===== src/esc_pkg.sv =====
`timescale 1ns / 1ps
`default_nettype none
// ----------------------------------------------------------------------------
// esc_pkg: shared types and constants of the edge sort / csr builder
// Request and response layouts, function and status codes, key helper.
// ----------------------------------------------------------------------------
package esc_pkg;

  localparam int unsigned DEF_MAX_EDGES = 256;
  localparam int unsigned MAX_NODES     = 1024;
  localparam int unsigned NUM_SWITCHES  = 64;

  localparam int unsigned NODE_W  = 10;
  localparam int unsigned SW_W    = 6;
  localparam int unsigned IDX_W   = 11;
  localparam int unsigned CNT_W   = 9;
  localparam int unsigned MASK_W  = 64;
  localparam int unsigned KEY_W   = 2 * NODE_W + SW_W + 1;
  localparam int unsigned PADDR_W = 4;

  localparam logic [MASK_W-1:0] MASK_RESET       = {MASK_W{1'b1}};
  localparam logic [IDX_W-1:0]  NODE_COUNT_RESET = IDX_W'(1024);

  // register select bit of paddr (registers at byte 0 and byte 8)
  localparam logic REG_MASK  = 1'b0;
  localparam logic REG_NODES = 1'b1;

  localparam logic [1:0] FUNC_INSERT      = 2'd0;
  localparam logic [1:0] FUNC_READ_EDGE   = 2'd1;
  localparam logic [1:0] FUNC_READ_OFFSET = 2'd2;

  localparam logic [1:0] ST_OK     = 2'd0;
  localparam logic [1:0] ST_FULL   = 2'd1;
  localparam logic [1:0] ST_LOCKED = 2'd2;
  localparam logic [1:0] ST_RANGE  = 2'd3;

  typedef struct packed {
    logic [1:0]        func;
    logic [NODE_W-1:0] from_node;
    logic [NODE_W-1:0] to_node;
    logic [SW_W-1:0]   switch_id;
    logic [IDX_W-1:0]  index;
  } esc_req_t;

  typedef struct packed {
    logic [1:0]        status;
    logic [NODE_W-1:0] edge_src;
    logic [NODE_W-1:0] edge_dest;
    logic [SW_W-1:0]   edge_sw;
    logic [CNT_W-1:0]  first_offset;
    logic [CNT_W-1:0]  edge_total;
  } esc_rsp_t;

  typedef struct packed {
    logic [NODE_W-1:0] src;
    logic [NODE_W-1:0] dest;
    logic [SW_W-1:0]   sw;
  } esc_edge_t;

  // broadcast control from the sequencer to every cell
  typedef struct packed {
    logic              start;
    logic              step;
    logic              stop;
    logic              place;
    logic [1:0]        func;
    esc_edge_t         ins_edge;
    logic [IDX_W-1:0]  idx;
    logic [MASK_W-1:0] mask;
  } esc_ctrl_t;

  function automatic logic [KEY_W-1:0] edge_key(input logic [MASK_W-1:0] mask,
                                                input esc_edge_t e);
    logic nonconf;
    nonconf = 1'b1;
    if (({1'b0, e.sw} < (SW_W + 1)'(NUM_SWITCHES)) && mask[e.sw]) begin
      nonconf = 1'b0;
    end
    return {e.src, nonconf, e.dest, e.sw};
  endfunction

endpackage
`default_nettype wire


===== src/esc_cell.sv =====
`timescale 1ns / 1ps
`default_nettype none
// ----------------------------------------------------------------------------
// esc_cell: one slot of the sorted edge chain
// Holds one edge, the search token and a passed flag; shifts right on insert.
// ----------------------------------------------------------------------------
module esc_cell (
  input  wire logic               clk_i,
  input  wire logic               rst_ni,
  input  wire esc_pkg::esc_ctrl_t ctrl_i,
  input  wire logic               tok_left_i,
  input  wire esc_pkg::esc_edge_t edge_left_i,
  output logic                    tok_o,
  output esc_pkg::esc_edge_t      edge_o,
  output logic                    hit_o,
  output esc_pkg::esc_edge_t      sel_edge_o
);
  import esc_pkg::*;

  logic      tok_q, tok_d;
  logic      passed_q, passed_d;
  esc_edge_t edge_q, edge_d;
  logic      key_gt;
  logic      src_ge;
  logic      cond;

  assign key_gt = edge_key(ctrl_i.mask, edge_q) > edge_key(ctrl_i.mask, ctrl_i.ins_edge);
  assign src_ge = {1'b0, edge_q.src} >= ctrl_i.idx;

  always_comb begin
    case (ctrl_i.func)
      FUNC_INSERT:      cond = key_gt;
      FUNC_READ_OFFSET: cond = src_ge;
      default:          cond = 1'b0;
    endcase
  end

  always_comb begin
    tok_d = tok_q;
    if (ctrl_i.start || ctrl_i.step) begin
      tok_d = tok_left_i;
    end else if (ctrl_i.stop) begin
      tok_d = 1'b0;
    end
  end

  always_comb begin
    passed_d = passed_q;
    if (ctrl_i.start) begin
      passed_d = 1'b0;
    end else if (ctrl_i.step && tok_q) begin
      passed_d = 1'b1;
    end
  end

  // slots before the token keep their edge, slots after it move one right
  always_comb begin
    edge_d = edge_q;
    if (ctrl_i.place) begin
      if (tok_q) begin
        edge_d = ctrl_i.ins_edge;
      end else if (!passed_q) begin
        edge_d = edge_left_i;
      end
    end
  end

  always_ff @(posedge clk_i or negedge rst_ni) begin
    if (!rst_ni) begin
      tok_q    <= 1'b0;
      passed_q <= 1'b0;
    end else begin
      tok_q    <= tok_d;
      passed_q <= passed_d;
    end
  end

  always_ff @(posedge clk_i) begin
    edge_q <= edge_d;
  end

  assign tok_o      = tok_q;
  assign edge_o     = edge_q;
  assign hit_o      = tok_q && cond;
  assign sel_edge_o = tok_q ? edge_q : '0;

endmodule
`default_nettype wire

===== config.mk =====
export PLATFORM = sky130hd
export DESIGN_NAME = esc_cell
export DESIGN_NICKNAME = d
export VERILOG_FILES = /design/src/esc_pkg.sv /design/src/esc_cell.sv
export SDC_FILE = /design/constraint.sdc
export NUM_CORES = 1
export LEC_CHECK = 0
export ABC_AREA = 1
export BUFFER_PORTS_ARGS = -buffer_cell sky130_fd_sc_hd__buf_2
export CAP_MARGIN = 25
export CELL_PAD_IN_SITES_DETAIL_PLACEMENT = 0
export CELL_PAD_IN_SITES_GLOBAL_PLACEMENT = 1
export CORE_MARGIN = 2
export CORE_UTILIZATION = 33
export DETAILED_ROUTE_END_ITERATION = 10
export GPL_ROUTABILITY_DRIVEN = 0
export GPL_TIMING_DRIVEN = 0
export HOLD_SLACK_MARGIN = 0.08
export PLACE_DENSITY = 0.95
export SLEW_MARGIN = 10
export SYNTH_ARGS = -nofsm -noshare
export SYNTH_HDL_FRONTEND = slang
export SYNTH_SLANG_ARGS = --single-unit

===== constraint.sdc =====
create_clock -name clk_i -period 6.9 [get_ports clk_i]
set_clock_uncertainty 0.05 [all_clocks]
set_input_delay 1.38 -clock clk_i [delete_from_list [all_inputs] [get_ports clk_i]]
set_output_delay 1.38 -clock clk_i [all_outputs]
set_load 0.01 [all_outputs]

# Word level (Yosys, flattened, before mapping)
# Index checks and enable logic that the tools add are counted.
[word_totals]
wordCells = 32
out_inout_bits = 54
register_bits = 28
[classes]
n_eq_ne = 2
n_mux = 14
n_reduce_logical = 7
n_lt_le_gt_ge = 4
[ops]
columns = ["cell", "n"]
rows = [
  ["$mux 26", 3],
  ["$gt 27x27->1", 1],
  ["$lt 6x7->1 const B", 2],
  ["$bmux 1 s6", 2],
  ["$ge 10x11->1", 1],
  ["$mux 1", 8],
  ["$reduce_bool 2->1", 2],
  ["$eq 2x2->1 const B", 1],
  ["$logic_and 1x1->1", 2],
  ["$logic_not 2->1", 1],
  ["$ne 2x2->1 const B", 1],
  ["$pmux 1 s2", 1],
  ["$reduce_and 2->1", 1],
  ["$logic_or 1x1->1", 1],
]

# Longest topological paths before layout
[depth]
ltp_word = 6
ltp_mapped = 21
depth_no_buf = 19

# Least setup slack after synthesis
# OpenSTA, ideal clock, no wires.
[synth_path]
path_type = "input to output"
start = "input ctrl_i[76] (netlist bit)"
end = "output hit_o"
stages = 19
path_slack_ns = 2.339
path_buffers = 2
t_required_ns = 5.470
arrival_ns = 3.131
cell_sequence = "buf_4 inv_4 buf_4 nand3_1 nand3_1 nand2_1 nand2_1 nand3_1 nand3_1 nand2_1 ha_1 nand2_1 nor2_1 nand4_1 nor2b_1 nand2_1 nand2_1 nand2_1 a21oi_1"
[synth_via]
elab_chain_len = 6
[synth_rtl]
columns = ["item", "line", "rtl"]
rows = [
  ["from (decl)", "esc_cell.sv:10", "input wire esc_pkg::esc_ctrl_t ctrl_i,"],
  ["$bmux 1 s6", "esc_pkg.sv:76", "if (({1'b0, e.sw} < (SW_W + 1)'(NUM_SWITCHES)) && mask[e.sw]) begin"],
  ["$mux 1 (implied by the code)", "esc_pkg.sv:76", ""],
  ["$mux 1", "esc_pkg.sv:76", ""],
  ["$gt 27x27->1 (*)", "esc_cell.sv:27", "assign key_gt = edge_key(ctrl_i.mask, edge_q) > edge_key(ctrl_i.mask, ctrl_i.ins_edge);"],
  ["$pmux 1 s2 (*)", "esc_cell.sv:31", "case (ctrl_i.func)"],
  ["$logic_and 1x1->1 (*)", "esc_cell.sv:84", "assign hit_o = tok_q && cond;"],
  ["to (decl)", "esc_cell.sv:15", "output logic hit_o,"],
]
# Mark *: on every way between the ends. The rest lies on a longest branch, timed or not. The select of a mux whose other input is x is not followed.

# Worst setup path after layout
[layout_path]
start = "input ctrl_i[77] (netlist bit)"
end = "output hit_o"
# The elaborated chain is that of the path after synthesis.

==> results_dict.tcl <==
set metrics [dict create \
    wirelength_mm 13.7 \
    grt_pass1_vias 4124 \
    rsz0062_at_grt "no" \
    layout.nets 987 \
    vdd_drop_max_v 0.000128 \
    status "finished clean" \
    hold_start "passed_q$_DFFE_PN0P_" \
    syn_avg_cell_area_um2 5.99 \
    grt_usage_pct 21.9 \
    clk_latency_ns 0.26 \
    critPathMaxFanout 10 \
    whs_path_depth 2 \
    max_slew_margin_pct 64.0 \
    reg2reg_to "edge_o[18]$_DFFE_PP_" \
    slowest_stage "clkinv_1" \
    dp_hpwl_mm 11.0 \
    ys_async_sr_fraction_pct 7.14 \
    power_leakage_uw 0.00300 \
    finalHoldViolations 0 \
    fp.dieW_um 110 \
    dr.pass1.iters 5 \
    drt-vias-per-instance 4.82 \
    synth_edf_count 26 \
    cts_setup_buffers 0 \
    cap_violations 0 \
    cts_resized 0 \
    drv_slew 0 \
    crit_path_frequent_cell "nand2_1" \
    cts.sinks 28 \
    wl_per_cell_um 14.4 \
    grt_pass1_wl_mm 20.7 \
    drc 0 \
    setup_violations 0 \
    reg2reg_depth 5 \
    cts_buffers 3 \
    cts_tree "done" \
    start_util_pct 34.0 \
    clk_pin_slew_ns 0.07 \
    path_cells "buf_4 -> clkinv_1 -> nand3_1 -> nand2_1 -> nand2_1 -> nand3_1 -> nand3_1 -> nand2_1 -> ha_1 -> nand2_1 -> nor2_1 -> nand4_1 -> nor2b_1 -> nand2_1 -> nand2_1 -> nand2_1 -> a21oi_1 -> buf_2" \
    grt_overflow 0 \
    hold_end "passed_q$_DFFE_PN0P_" \
    start_kind "input pin" \
    synthToLayoutAreaGrowth_pct 33.7 \
    syn_inst 621 \
    cp.required_ns 5.47 \
    grt_max_degree 20 \
    setup_tns_ns 0 \
    drt_iter0_drc 408 \
    min_path_type "flop to flop" \
    synth_nets 794 \
    ys_seq_elements 28 \
    die_y_um 110 \
    arrival_ns 3.81 \
    ctsHoldBuffers 0 \
    n_antenna_cell 0 \
    drive_gt1_share_pct 27.2 \
    synth_warnings 0 \
    fin_crit_ns 5.24 \
    portBuffers 187 \
    worst_slew_pin_slew_ns 0.540 \
    reg2reg_from "tok_o$_DFFE_PN0P_" \
    coreArea_um2 10900 \
    rows 38 \
    max_freq_mhz 191 \
    criticalPathCategory "input pin to primary output" \
    power_uw 706 \
    rrSetupSlack_ns 4.89 \
    die-area_um2 12100 \
    finalCritPeriodShare_pct 75.9 \
    synth_area_um2 3720 \
    synthFlopType "edfxtp_1" \
    root_buffer "clkbuf_16" \
    vias 4597 \
    boundaryPins 190 \
    end_kind "primary output" \
    antenna_found_initial 0 \
    drtAntennaViolNets 0 \
    yosysSeqAreaShare_pct 22.3 \
    cp_slowest_stage_delay_ns 0.40 \
    cellPowerDensity_nw_per_um2 142 \
    clk_path_buf_depth 2 \
    htreeDepth 1 \
    synth.distinct_cells 27 \
]
cell usage after synthesis, types with 3 or more instances:
| library cell | instances | area [um^2] |
|---|---|---|
| a21o_1 | 3 | 22.5 |
| a21oi_1 | 14 | 70.1 |
| buf_2 | 6 | 30.0 |
| buf_4 | 10 | 75.1 |
| buf_6 | 7 | 78.8 |
| clkbuf_1 | 5 | 18.8 |
| edfxtp_1 | 26 | 781 |
| ha_1 | 37 | 463 |
| inv_1 | 80 | 300 |
| nand2_1 | 259 | 972 |
| nand3_1 | 114 | 571 |
| nor2_1 | 12 | 45.0 |
| o21ai_0 | 23 | 115 |
| o21ai_1 | 6 | 30.0 |
per-layer routing:
layer | up-vias | global-route usage [%] | wire, um
li1 | 2373 | - | -
met1 | 2006 | 30.5 | 5970
met2 | 206 | 36.4 | 6260
met3 | 12 | 2.76 | 1300
met4 | 0 | 4.55 | 166
met5 | - | 0 | 0
through the flow:
stage	worst slack [ns]	hold slack, ns	instance area [um^2]	instances	util (%)
final	1.66	0.520	4980	953	45.5
after CTS	1.69	0.517	4980	953	45.5
after floorplan	2.34	0.413	3720	621	-
after global routing	1.46	0.581	4980	953	45.5
after detailed placement	1.69	0.499	4870	949	44.5
after global placement	1.67	0.433	4830	948	44.2
registers in the layout, summed over array words and instances, names as in the netlist:
signal	cells
edge_o	26
passed_q	1
tok_o	1
cells in the final DEF (no fill, tap or decap):
cell       instances
a21boi_4           1
a21o_1             3
a21oi_1           14
buf_1              2
buf_16             1
buf_2            193
buf_4             10
buf_6              7
bufinv_16          1
clkbuf_1           5
clkbuf_16          3
clkinv_1           1
dfrtp_1            2
edfxtp_1          26
ha_1              37
inv_1             80
inv_2              2
inv_4              2
inv_6              1
nand2_1          259
nand3_1          114
nand3b_1           1
nand4_1            2
nor2_1            12
nor2b_1            1
nor3_1             2
nor4_1             1
o21ai_0           23
o21ai_1            6
o41ai_1            1
worst max-delay path by stage:
stage / startpoint / slack, ns / to / cells after the start
4_1_cts: ctrl_i[77] / 1.69 / hit_o / 18
5_1_grt: ctrl_i[77] / 1.46 / hit_o / 18
3_5_place_dp: ctrl_i[77] / 1.69 / hit_o / 18
3_3_place_gp: ctrl_i[77] / 1.67 / hit_o / 18
2_1_floorplan: ctrl_i[76] / 2.34 / hit_o / 19
6_report: ctrl_i[77] / 1.66 / hit_o / 18
area by class of cell:
class	instances	area [um^2]
flip-flops and latches	28	831
repair buffers	188	963
fillers	1220	5960
well taps	140	175
plain buffers	30	210
clock buffers	3	75.1
multi-input cells	477	2360
clock inverters	1	30.0
inverters	86	333
cells by family (layout without fill, tap and decap cells):
logic type / after synthesis / count (layout) / share of synthesized area (%)
simple gates: 392 / 392 / 43.8
buf+inv: 116 / 308 / 14.6
compound gates: 48 / 48 / 6.83
fa+ha+maj: 37 / 37 / 12.4
flops: 28 / 28 / 22.3
report_power, final:
part           switching [uW]  leakage (uW)  internal, uW
sequential               16.2      0.000281           205
clock                    59.5     0.0000511           116
combinational             183       0.00267           127
critical path: cells and delay by family:
kind / cells / cell delay (ns)
adders and majority gates: 1 / 0.31
buffers and inverters: 3 / 0.72
and+or+nand+nor: 13 / 1.26
AOI/OAI and AO/OA: 1 / 0.13
Power figures use the tool's default switching activity.
