==> config.mk <==
export PLATFORM = sky130hd
export DESIGN_NAME = esc_cfg
export DESIGN_NICKNAME = d
export VERILOG_FILES = /design/src/esc_pkg.sv /design/src/esc_cfg.sv
export SDC_FILE = /design/constraint.sdc
export NUM_CORES = 1
export LEC_CHECK = 0
export BUFFER_PORTS_ARGS = -buffer_cell sky130_fd_sc_hd__buf_2
export CAP_MARGIN = 15
export CORE_MARGIN = 8
export CORE_UTILIZATION = 45
export CTS_BUF_LIST = sky130_fd_sc_hd__clkbuf_8
export DETAILED_ROUTE_END_ITERATION = 10
export PLACE_DENSITY = 0.82
export RECOVER_POWER = 25
export SLEW_MARGIN = 0
export SYNTH_ARGS = -nofsm -noshare
export SYNTH_HDL_FRONTEND = slang
export SYNTH_SLANG_ARGS = --single-unit
==> constraint.sdc <==
create_clock -name clk_i -period 1.1 [get_ports clk_i]
set_clock_uncertainty 0.1 [all_clocks]
set_input_delay 0.055 -clock clk_i [delete_from_list [all_inputs] [get_ports clk_i]]
set_output_delay 0.055 -clock clk_i [all_outputs]
set_load 0.005 [all_outputs]
==> src/esc_pkg.sv <==
`timescale 1ns / 1ps
`default_nettype none
// ----------------------------------------------------------------------------
// esc_pkg: shared types and constants of the edge sort / csr builder
// Request and response layouts, function and status codes, key helper.
// ----------------------------------------------------------------------------
package esc_pkg;

  localparam int unsigned DEF_MAX_EDGES = 256;
  localparam int unsigned MAX_NODES     = 1024;
  localparam int unsigned NUM_SWITCHES  = 64;

  localparam int unsigned NODE_W  = 10;
  localparam int unsigned SW_W    = 6;
  localparam int unsigned IDX_W   = 11;
  localparam int unsigned CNT_W   = 9;
  localparam int unsigned MASK_W  = 64;
  localparam int unsigned KEY_W   = 2 * NODE_W + SW_W + 1;
  localparam int unsigned PADDR_W = 4;

  localparam logic [MASK_W-1:0] MASK_RESET       = {MASK_W{1'b1}};
  localparam logic [IDX_W-1:0]  NODE_COUNT_RESET = IDX_W'(1024);

  // register select bit of paddr (registers at byte 0 and byte 8)
  localparam logic REG_MASK  = 1'b0;
  localparam logic REG_NODES = 1'b1;

  localparam logic [1:0] FUNC_INSERT      = 2'd0;
  localparam logic [1:0] FUNC_READ_EDGE   = 2'd1;
  localparam logic [1:0] FUNC_READ_OFFSET = 2'd2;

  localparam logic [1:0] ST_OK     = 2'd0;
  localparam logic [1:0] ST_FULL   = 2'd1;
  localparam logic [1:0] ST_LOCKED = 2'd2;
  localparam logic [1:0] ST_RANGE  = 2'd3;

  typedef struct packed {
    logic [1:0]        func;
    logic [NODE_W-1:0] from_node;
    logic [NODE_W-1:0] to_node;
    logic [SW_W-1:0]   switch_id;
    logic [IDX_W-1:0]  index;
  } esc_req_t;

  typedef struct packed {
    logic [1:0]        status;
    logic [NODE_W-1:0] edge_src;
    logic [NODE_W-1:0] edge_dest;
    logic [SW_W-1:0]   edge_sw;
    logic [CNT_W-1:0]  first_offset;
    logic [CNT_W-1:0]  edge_total;
  } esc_rsp_t;

  typedef struct packed {
    logic [NODE_W-1:0] src;
    logic [NODE_W-1:0] dest;
    logic [SW_W-1:0]   sw;
  } esc_edge_t;

  // broadcast control from the sequencer to every cell
  typedef struct packed {
    logic              start;
    logic              step;
    logic              stop;
    logic              place;
    logic [1:0]        func;
    esc_edge_t         ins_edge;
    logic [IDX_W-1:0]  idx;
    logic [MASK_W-1:0] mask;
  } esc_ctrl_t;

  function automatic logic [KEY_W-1:0] edge_key(input logic [MASK_W-1:0] mask,
                                                input esc_edge_t e);
    logic nonconf;
    nonconf = 1'b1;
    if (({1'b0, e.sw} < (SW_W + 1)'(NUM_SWITCHES)) && mask[e.sw]) begin
      nonconf = 1'b0;
    end
    return {e.src, nonconf, e.dest, e.sw};
  endfunction

endpackage
`default_nettype wire

==> src/esc_cfg.sv <==
`timescale 1ns / 1ps
`default_nettype none
// ----------------------------------------------------------------------------
// esc_cfg: configuration registers
// APB-style access to the configurable switch mask and the node count.
// ----------------------------------------------------------------------------
module esc_cfg (
  input  wire logic                         clk_i,
  input  wire logic                         rst_ni,
  input  wire logic                         psel,
  input  wire logic                         penable,
  input  wire logic                         pwrite,
  input  wire logic [esc_pkg::PADDR_W-1:0]  paddr,
  input  wire logic [63:0]                  pwdata,
  output logic      [63:0]                  prdata,
  output logic                              pready,
  output logic      [esc_pkg::MASK_W-1:0]   mask_o,
  output logic      [esc_pkg::IDX_W-1:0]    node_count_o
);
  import esc_pkg::*;

  logic [MASK_W-1:0] mask_q;
  logic [IDX_W-1:0]  nodes_q;
  logic              wr_en;

  assign pready = 1'b1;
  assign wr_en  = psel && penable && pwrite && pready;

  always_ff @(posedge clk_i or negedge rst_ni) begin
    if (!rst_ni) begin
      mask_q  <= MASK_RESET;
      nodes_q <= NODE_COUNT_RESET;
    end else if (wr_en) begin
      case (paddr[3])
        REG_MASK:  mask_q  <= pwdata;
        REG_NODES: nodes_q <= pwdata[IDX_W-1:0];
        default:   mask_q  <= mask_q;
      endcase
    end
  end

  always_comb begin
    case (paddr[3])
      REG_MASK:  prdata = mask_q;
      REG_NODES: prdata = {{(64 - IDX_W){1'b0}}, nodes_q};
      default:   prdata = '0;
    endcase
  end

  assign mask_o       = mask_q;
  assign node_count_o = nodes_q;

endmodule
`default_nettype wire

# == After elaboration in Yosys (flattened, before gate mapping) ==
# Cells that the tools add are included.
# W data, S select, Z words.
# word_totals
register_bits,75
inputBits,73
out_inout_bits,140
# op_classes
reduce_logical,4
n_bitwise,1
muxes,1
# ops
operator,count
$pmux W64 S2,1
$reduce_and A2 Y1,2
$logic_and A1 B1 Y1,2
$not A1 Y1,1

# == Logic depth before layout (Yosys ltp) ==
# Gate-level depths: netlist of the first run.
# logic_depth
ltp_word,3
depth_mapped,4
mapped_depth_nobuf,2

# == Worst setup path after synthesis of the first run ==
# No wires, ideal clock.
# synth_timing
kind,in2reg
from,in paddr[3] (netlist name)
to,"reg mask_q[0], in the netlist mask_o[0]"
setup_time_ns,0.082
path_buffers,2
path_slack_ns,0.115
arrival_ns,0.803
path_stages,4
path_cell_list,nand4b_4 > buf_6 > buf_12 > mux2_4
# synth_between
elab_chain_cells,2
# synth_lines
item,line,rtl
"start, declared",esc_cfg.sv:13,"input wire logic [esc_pkg::PADDR_W-1:0] paddr,"
$not A1 Y1,n/a,
$reduce_and A2 Y1 (no line),n/a,
"end signal, assigned",esc_cfg.sv:35,REG_MASK: mask_q <= pwdata;
"end signal, assigned",esc_cfg.sv:37,default: mask_q <= mask_q;
"end, declared",esc_cfg.sv:22,logic [MASK_W-1:0] mask_q;
# No other way between the ends.
# A chain may end at the register's enable or synchronous reset.

# == Final worst setup path of the first run ==
# layout_timing
from,"reg mask_q[35], in the netlist mask_o[35]"
to,out prdata[35]
# layout_between
elab_chain_cells,1
# layout_lines
item,line,rtl
$pmux W64 S2,esc_cfg.sv:43,case (paddr[3])
"end, declared",esc_cfg.sv:15,"output logic [63:0] prdata,"
# No other way between the ends.

==> results of run 1 <==
## kinds of logic (layout without fill, tap and decap cells)
group | count (synthesis) | count (layout) | synth area share [%]
other | 1 | 2 | 0.102
and+or+nand+nor | 55 | 55 | 9.80
buffers and inverters | 16 | 373 | 4.68
muxes | 86 | 86 | 32.3
DFF | 75 | 75 | 53.1
## cell usage after synthesis
master	number	share of area [%]
nand4_1	1	0.17
nor2b_1	53	9.0
buf_6	1	0.31
mux2_2	26	7.9
buf_4	1	0.20
dfstp_2	65	46
nand4b_4	1	0.64
dfrtp_1	10	6.8
conb_1	1	0.10
clkbuf_1	5	0.51
mux2_4	60	24
buf_2	3	0.41
buf_12	6	3.3
## worst min path at each step
| stage | start | endpoint | slack (ns) | cells past startpoint |
|---|---|---|---|---|
| 2_1_floorplan | rst_ni | node_count_o[0] | -0.34 | 0 |
| 3_3_place_gp | rst_ni | node_count_o[5] | -0.15 | 1 |
| 3_5_place_dp | rst_ni | node_count_o[6] | -0.15 | 1 |
| 4_1_cts | rst_ni | node_count_o[6] | 0.03 | 2 |
| 5_1_grt | penable | mask_o[7] | 0.19 | 4 |
| 6_report | penable | mask_o[7] | 0.18 | 4 |
## cell type report
cell class	count	area, µm²	share of cell area, %
Sequential cell	75	1960	27.5
Clock inverter	5	125	1.76
Antenna cell	1	2.50	0.0351
Timing Repair Buffer	358	2970	41.7
Multi-Input combinational cell	142	1800	25.2
Clock buffer	10	138	1.93
Tap cell	105	131	1.84
## sequential cells by signal, summed over array words and instances, names as in the netlist
signal,flops
mask_o,64
node_count_o,11
## report_power, final
part / internal [µW] / switching, µW
Combinational: 3620 / 1650
Sequential: 3770 / 587
Clock: 1780 / 997
Total: 9180 / 3240
## per-stage QoR
step	TNS [ns]	hold slack, ns	utilization [%]
final	-18.87	0.180	88.0
after CTS	-17.38	0.0305	78.6
after global routing	-29.34	0.189	88.0
after detailed placement	-1.88	-0.146	59.6
after floorplan	0	-0.341	-
after global placement	-0.613	-0.151	59.6
## tightest hold or removal path, stage by stage
cell	delay (ns)
buf_2	0.12
nand4b_4	0.12
buf_4	0.13
mux2_4	0.15
## timing repair
| action | in CTS | in global routing |
|---|---|---|
| gates resized for setup | 61 | 110 |
| buffers inserted | 41 | 35 |
| endpoints found under the setup margin | 129 | 132 |
| gates cloned | 0 | 0 |
| hold endpoints to repair | 112 | 0 |
| hold buffers | 65 | 0 |
## layer usage
layer | up-vias | global-route usage (%) | routed length (µm)
li1 | 1489 | - | -
met1 | 1715 | 21.9 | 5390
met2 | 134 | 41.2 | 8600
met3 | 28 | 5.99 | 912
met4 | 0 | 7.44 | 365
met5 | - | 0 | 0
==> flow_metrics.env, run 1 <==
export IMPL_finalMaxSlewViolations=0
export IMPL_crit_fanout=2
export IMPL_drive_gt1_share_pct=83.4
export IMPL_clk_latency_ns=0.32
export IMPL_grt_usage_pct=21.6
export IMPL_place_inst=539
export IMPL_antenna_found_initial=1
export IMPL_cts_tree="done"
export IMPL_startpoint="mask_o[35]"
export IMPL_reg2reg_from="mask_o[32]"
export IMPL_hold_viol=0
export IMPL_period_share_pct=126
export IMPL_nFillCells=334
export IMPL_hpwl_mm=7.39
export IMPL_critPathTopFamily="flip-flops"
export IMPL_post_route_min_period_ns=1.39
export IMPL_regToRegSetupSlack_ns=-0.04
export IMPL_power_density_mw_per_mm2=1740
export IMPL_cpMaxStageDelayCell="dfstp_2"
export IMPL_violations="setup timing"
export IMPL_drc=0
export IMPL_pre_cts_slack_ns=-0.0751
export IMPL_ys_ff_latch=75
export IMPL_vias=3366
export IMPL_total_power_uw=12400
export IMPL_final_common_cell="buf_2"
export IMPL_grt_max_degree=37
export IMPL_wl_per_cell_um=21.9
export IMPL_max_stage_delay_ns=0.56
export IMPL_cp_arrival_ns=1.23
export IMPL_synth_nets=306
export IMPL_dpl_cell_area_mm2=0.00482
export IMPL_grt_pass1_vias=3623
export IMPL_routabilityCongestion=0.720
export IMPL_crit_chain="nor2b_1, buf_2"
export IMPL_design_area_mm2=0.00712
export IMPL_hold_path_class="primary input to register"
export IMPL_via_per_inst=4.84
export IMPL_die_h_um=107
export IMPL_ir_worst_vdd_v=0.00108
export IMPL_start_kind="register"
export IMPL_layout_cells_non_filler=696
export IMPL_htreeDepth=3
export IMPL_fin_nets=659
export IMPL_ys_warn_count=0
export IMPL_layout_common_cells="140 x buf_2, 110 x buf_6, 71 x mux2_4"
export IMPL_reg2regPathDepth=4
export IMPL_areaGrowthSynthToFinish_pct=93.1
export IMPL_fmax_mhz=720
export IMPL_clock_path_buffers=2
export IMPL_avgSynthCellArea_um2=15.8
export IMPL_seq_area_frac_synth_pct=53.1
export IMPL_critical_path_class="register to output pin"
export IMPL_dr_pass1_iters=4
export IMPL_setup_ws_ns=-0.289
export IMPL_cap_violations=0
export IMPL_ios=213
export IMPL_setup_worst_path_end_class="output pin"
export IMPL_critical_path_buf_inv_count=1
export IMPL_r2r_end="mask_o[32]"
export IMPL_path_clk_slew_ns=0.08
export IMPL_final_antenna_net_count=0
export IMPL_rsz0062_at_grt="yes"
export IMPL_dieArea_mm2=0.0114
export IMPL_worst_slew_pin_slew_ns=0.733
export IMPL_portBuffers=208
export IMPL_synth_cells=233
export IMPL_initial_core_util_pct=45.6
export IMPL_synthDistinctLibCells=13
export IMPL_die_w_um=107
export IMPL_status="finished, violations left"
export IMPL_crit_end="prdata[35]"
export IMPL_drt_iter0_drc=84
export IMPL_grt_pass1_wl_mm=19.5
export IMPL_overflow=0
export IMPL_critPathRequiredTime_ns=0.94
export IMPL_netlist_area_mm2=0.00369
export IMPL_path_depth=2
export IMPL_setup_viol_count_final=159
export IMPL_leakage_uw=0.00368
export IMPL_wl_mm=15.3
export IMPL_max_slew_margin_rel_pct=51.1
export IMPL_row_count=33
export IMPL_coreArea_mm2=0.00809
export IMPL_numCtsBuffers=9
export IMPL_cts_root_buf="clkbuf_8"
export IMPL_clock_sinks=75
No activity file was read; power rests on OpenSTA's default activity.
==> run 2, diff against run 1 <==
Settings changed: PLACE_DENSITY 0.82 to not set, PLACE_DENSITY_LB_ADDON set to 0.05.
==> flow_metrics.env, run 2 (synthesis gave the netlist of run 1 again) <==
export IMPL_critical_path_class="register to output pin"
export IMPL_period_share_pct=123
export IMPL_leakage_uw=0.00346
export IMPL_clk_latency_ns=0.32
export IMPL_crit_fanout=2
export IMPL_numCtsBuffers=9
export IMPL_wl_per_cell_um=18.2
export IMPL_largest_register_ffs=64
export IMPL_grt_pass1_wl_mm=17.6
export IMPL_grt_max_degree=76
export IMPL_layout_common_cells="144 x buf_2, 92 x buf_6, 69 x mux2_4"
export IMPL_final_common_cell="buf_2"
export IMPL_cts_root_buf="clkbuf_8"
export IMPL_initial_core_util_pct=45.6
export IMPL_max_slew_margin_rel_pct=56.0
export IMPL_final_antenna_net_count=0
export IMPL_cts_tree="done"
export IMPL_grt_usage_pct=19.4
export IMPL_pre_cts_slack_ns=-0.0673
export IMPL_regToRegSetupSlack_ns=0.06
export IMPL_wl_mm=12.4
export IMPL_cap_violations=0
export IMPL_setup_viol_count_final=131
export IMPL_fin_nets=642
export IMPL_setup_ws_ns=-0.258
export IMPL_nFillCells=444
export IMPL_path_clk_slew_ns=0.08
export IMPL_status="finished, violations left"
export IMPL_grt_pass1_vias=3445
export IMPL_dieArea_mm2=0.0114
export IMPL_drt_iter0_drc=81
export IMPL_portBuffers=208
export IMPL_worst_slew_pin_slew_ns=0.660
export IMPL_clock_path_buffers=2
export IMPL_dr_pass1_iters=4
export IMPL_setup_tns_final_ns=-17.62
export IMPL_htreeDepth=3
export IMPL_die_h_um=107
export IMPL_setup_worst_path_end_class="output pin"
export IMPL_areaGrowthSynthToFinish_pct=81.8
export IMPL_ir_worst_vdd_v=0.000905
export IMPL_via_per_inst=4.61
export IMPL_vias=3130
export IMPL_hold_viol=0
export IMPL_coreArea_mm2=0.00809
export IMPL_violations="setup timing"
export IMPL_antennaDiodeCount=0
export IMPL_row_count=33
export IMPL_antenna_found_initial=0
export IMPL_finalMaxSlewViolations=0
export IMPL_power_density_mw_per_mm2=1650
export IMPL_critPathRequiredTime_ns=0.94
export IMPL_rsz0062_at_grt="yes"
export IMPL_hold_path_class="primary input to register"
export IMPL_final_util_pct=82.9
export IMPL_post_route_min_period_ns=1.36
export IMPL_drive_gt1_share_pct=79.6
export IMPL_place_inst=540
export IMPL_start_kind="register"
export IMPL_cp_arrival_ns=1.20
export IMPL_ios=213
export IMPL_hpwl_mm=7.31
export IMPL_clock_sinks=75
export IMPL_drc=0
export IMPL_fmax_mhz=736
export IMPL_routabilityCongestion=0.716
export IMPL_layout_cells_non_filler=679
export IMPL_overflow=0
export IMPL_die_w_um=107
-- run 2: changes by cell type in the layout (fill, tap and decap cells not counted), sizes merged --
cell      change
buf          -17
bufinv        -3
clkbuf        +1
clkinvlp      +2
diode         -1
inv           +1
-- run 2: power by group --
part | internal, µW | switching, µW
Sequential | 3770 | 565
Combinational | 3240 | 1360
Clock | 1160 | 992
Total | 8170 | 2910
-- run 2: layer usage --
| metal | vias to the layer above | wire length [µm] | track usage [%] |
|---|---|---|---|
| li1 | 1454 | - | - |
| met2 | 115 | 6680 | 35.4 |
| met4 | 0 | 198 | 7.14 |
| met1 | 1541 | 4640 | 20.3 |
| met3 | 20 | 859 | 5.99 |
| met5 | - | 0 | 0 |
-- run 2: area by class of cell --
| cell class | instances | area, µm² | share of cell area [%] |
|---|---|---|---|
| clock buffers | 11 | 151 | 2.26 |
| multi-input cells | 142 | 1670 | 24.9 |
| clock inverters | 5 | 53.8 | 0.802 |
| flip-flops and latches | 75 | 1960 | 29.2 |
| well taps | 105 | 131 | 1.96 |
| repair buffers | 341 | 2740 | 40.9 |
-- run 2: what timing repair did --
item	in CTS	in global routing
hold buffers	65	0
setup endpoints to repair	129	131
resized for setup	57	64
buffers inserted	32	26
hold endpoints to repair	150	0
pin swaps	0	0
-- run 2: worst max-delay path: stages (launching register included) --
cell	delay [ns]
dfstp_2	0.55
nor2b_1	0.18
buf_2	0.14
-- run 2: worst paths after layout --
| check | startpoint | to | cells past startpoint |
|---|---|---|---|
| max | mask_o[51] | prdata[51] | 2 |
| min | paddr[3] | node_count_o[3] | 4 |
| max reg2reg | mask_o[30] | mask_o[30] | 3 |
| min reg2reg | node_count_o[4] | node_count_o[4] | 1 |
| max in group asynchronous | rst_ni | node_count_o[9] | 3 |
| min in group asynchronous | rst_ni | node_count_o[4] | 3 |
-- run 2: per-stage QoR --
step	area [µm²]	hold WS [ns]	total power, µW
after floorplan	3690	-0.341	5560
after global placement	4810	0.0126	6900
after detailed placement	4810	0.0232	6960
after CTS	6210	0.162	10300
after global routing	6710	0.183	11600
final	6710	0.179	11100
==> run 3, diff against run 2 <==
Clock period 1.1 ns to 1.5 ns, I/O delays scaled along.
==> flow_metrics.env, run 3 (synthesis gave the netlist of run 1 again) <==
export IMPL_clock_sinks=75
export IMPL_path_clk_slew_ns=0.08
export IMPL_period_share_pct=88.3
export IMPL_fmax_mhz=755
export IMPL_cts_resized=0
export IMPL_layout_cells_non_filler=617
export IMPL_drt_iter0_drc=73
export IMPL_final_common_cell="buf_2"
export IMPL_vias=2856
export IMPL_ios=213
export IMPL_holdWs_ns=0.240
export IMPL_nFillCells=614
export IMPL_dieArea_mm2=0.0114
export IMPL_setup_tns_final_ns=0
export IMPL_drc=0
export IMPL_seqPwrFrac_pct=48.0
export IMPL_critical_path_buf_inv_count=1
export IMPL_crit_chain="nor2b_1, buf_2"
export IMPL_hold_viol=0
export IMPL_wl_mm=10.3
export IMPL_finalMaxSlewViolations=0
export IMPL_portBuffers=208
export IMPL_r2r_end="node_count_o[9]"
export IMPL_coreArea_mm2=0.00809
export IMPL_rsz0062_at_grt="no"
export IMPL_cap_violations=0
export IMPL_register_area_mm2=0.00196
export IMPL_layout_common_cells="207 x buf_2, 65 x dlygate4sd3_1, 65 x dfstp_2"
export IMPL_power_switching_uw=1760
export IMPL_final_antenna_net_count=0
export IMPL_antennaDiodeCount=0
export IMPL_critPathTopFamily="flip-flops"
export IMPL_cpMaxStageDelayCell="dfstp_2"
export IMPL_overflow=0
export IMPL_setup_viol_count_final=0
export IMPL_via_per_inst=4.63
export IMPL_leakage_uw=0.00292
export IMPL_wl_per_cell_um=16.6
export IMPL_cts_tree="done"
export IMPL_place_inst=536
export IMPL_hpwl_mm=7.18
export IMPL_setup_worst_path_end_class="output pin"
export IMPL_ir_worst_vdd_v=0.000566
export IMPL_htreeDepth=3
export IMPL_power_density_mw_per_mm2=1160
export IMPL_reg2regPathDepth=1
export IMPL_grt_max_degree=76
export IMPL_largest_register_ffs=64
export IMPL_cts_hold_buf=65
export IMPL_cp_arrival_ns=1.15
export IMPL_routabilityCongestion=0.700
export IMPL_initial_core_util_pct=45.6
export IMPL_total_power_uw=6500
export IMPL_setup_ws_ns=0.176
export IMPL_start_kind="register"
export IMPL_hold_path_class="primary input to async pin"
export IMPL_grt_usage_pct=17.5
export IMPL_grt_pass1_wl_mm=16.3
export IMPL_regToRegSetupSlack_ns=0.61
export IMPL_drive_gt1_share_pct=73.8
export IMPL_critPathRequiredTime_ns=1.32
export IMPL_status="finished clean"
export IMPL_dr_pass1_iters=4
export IMPL_pre_cts_slack_ns=0.240
export IMPL_grt_pass1_vias=3244
export IMPL_p_int_uw=4740
export IMPL_numCtsBuffers=9
export IMPL_critical_path_class="register to output pin"
export IMPL_max_stage_delay_ns=0.54
export IMPL_die_w_um=107
export IMPL_fin_nets=580
export IMPL_clock_path_buffers=2
export IMPL_multi_input_area_mm2=0.00156
export IMPL_die_h_um=107
export IMPL_reg2reg_from="node_count_o[9]"
export IMPL_row_count=33
export IMPL_netSwitchingFraction_pct=27.1
export IMPL_crit_fanout=3
export IMPL_cts_root_buf="clkbuf_8"
export IMPL_combPwrFrac_pct=32.0
export IMPL_post_cts_setup_buffers=0
export IMPL_areaGrowthSynthToFinish_pct=51.4
export IMPL_antenna_found_initial=0
export IMPL_clk_latency_ns=0.32
export IMPL_post_route_min_period_ns=1.32
export IMPL_clock_power_share_pct=20.0
-- run 3: worst max path at each step --
stage | startpoint | end | slack [ns] | cells past startpoint
after floorplan | paddr[3] | mask_o[0] | 0.49 | 4
after global placement | paddr[3] | prdata[2] | 0.27 | 4
after detailed placement | paddr[3] | prdata[2] | 0.24 | 4
after CTS | mask_o[45] | prdata[45] | 0.16 | 2
after global routing | mask_o[30] | prdata[30] | 0.11 | 2
final | mask_o[38] | prdata[38] | 0.18 | 2
-- run 3: layout make-up --
class,instances,share of cell area [%]
Clock inverter,6,0.470
Clock buffer,10,2.46
Sequential cell,75,35.1
Timing Repair Buffer,279,31.7
Tap cell,105,2.35
Multi-Input combinational cell,142,27.9
-- run 3: routing by layer --
layer / track usage, % / routed length, µm / vias to the layer above
met4: 4.92 / 102 / 0
met5: 0 / 0 / -
met2: 31.8 / 5350 / 113
met3: 5.81 / 805 / 10
met1: 18.8 / 3990 / 1400
li1: - / - / 1333
-- run 3: stage by stage --
stage,util [%],instance area [µm²]
after floorplan,-,3690
after global placement,59.0,4770
after detailed placement,59.0,4770
after CTS,69.0,5590
after global routing,69.0,5590
final,69.0,5590
-- run 3: power groups by stage --
stage	Sequential (µW)	Clock [µW]	Combinational [µW]
4_1_cts	3120	1350	2110
6_report	3120	1300	2080
3_3_place_gp	3120	0	1930
2_1_floorplan	3110	0	969
5_1_grt	3200	1420	2270
3_5_place_dp	3140	0	1970
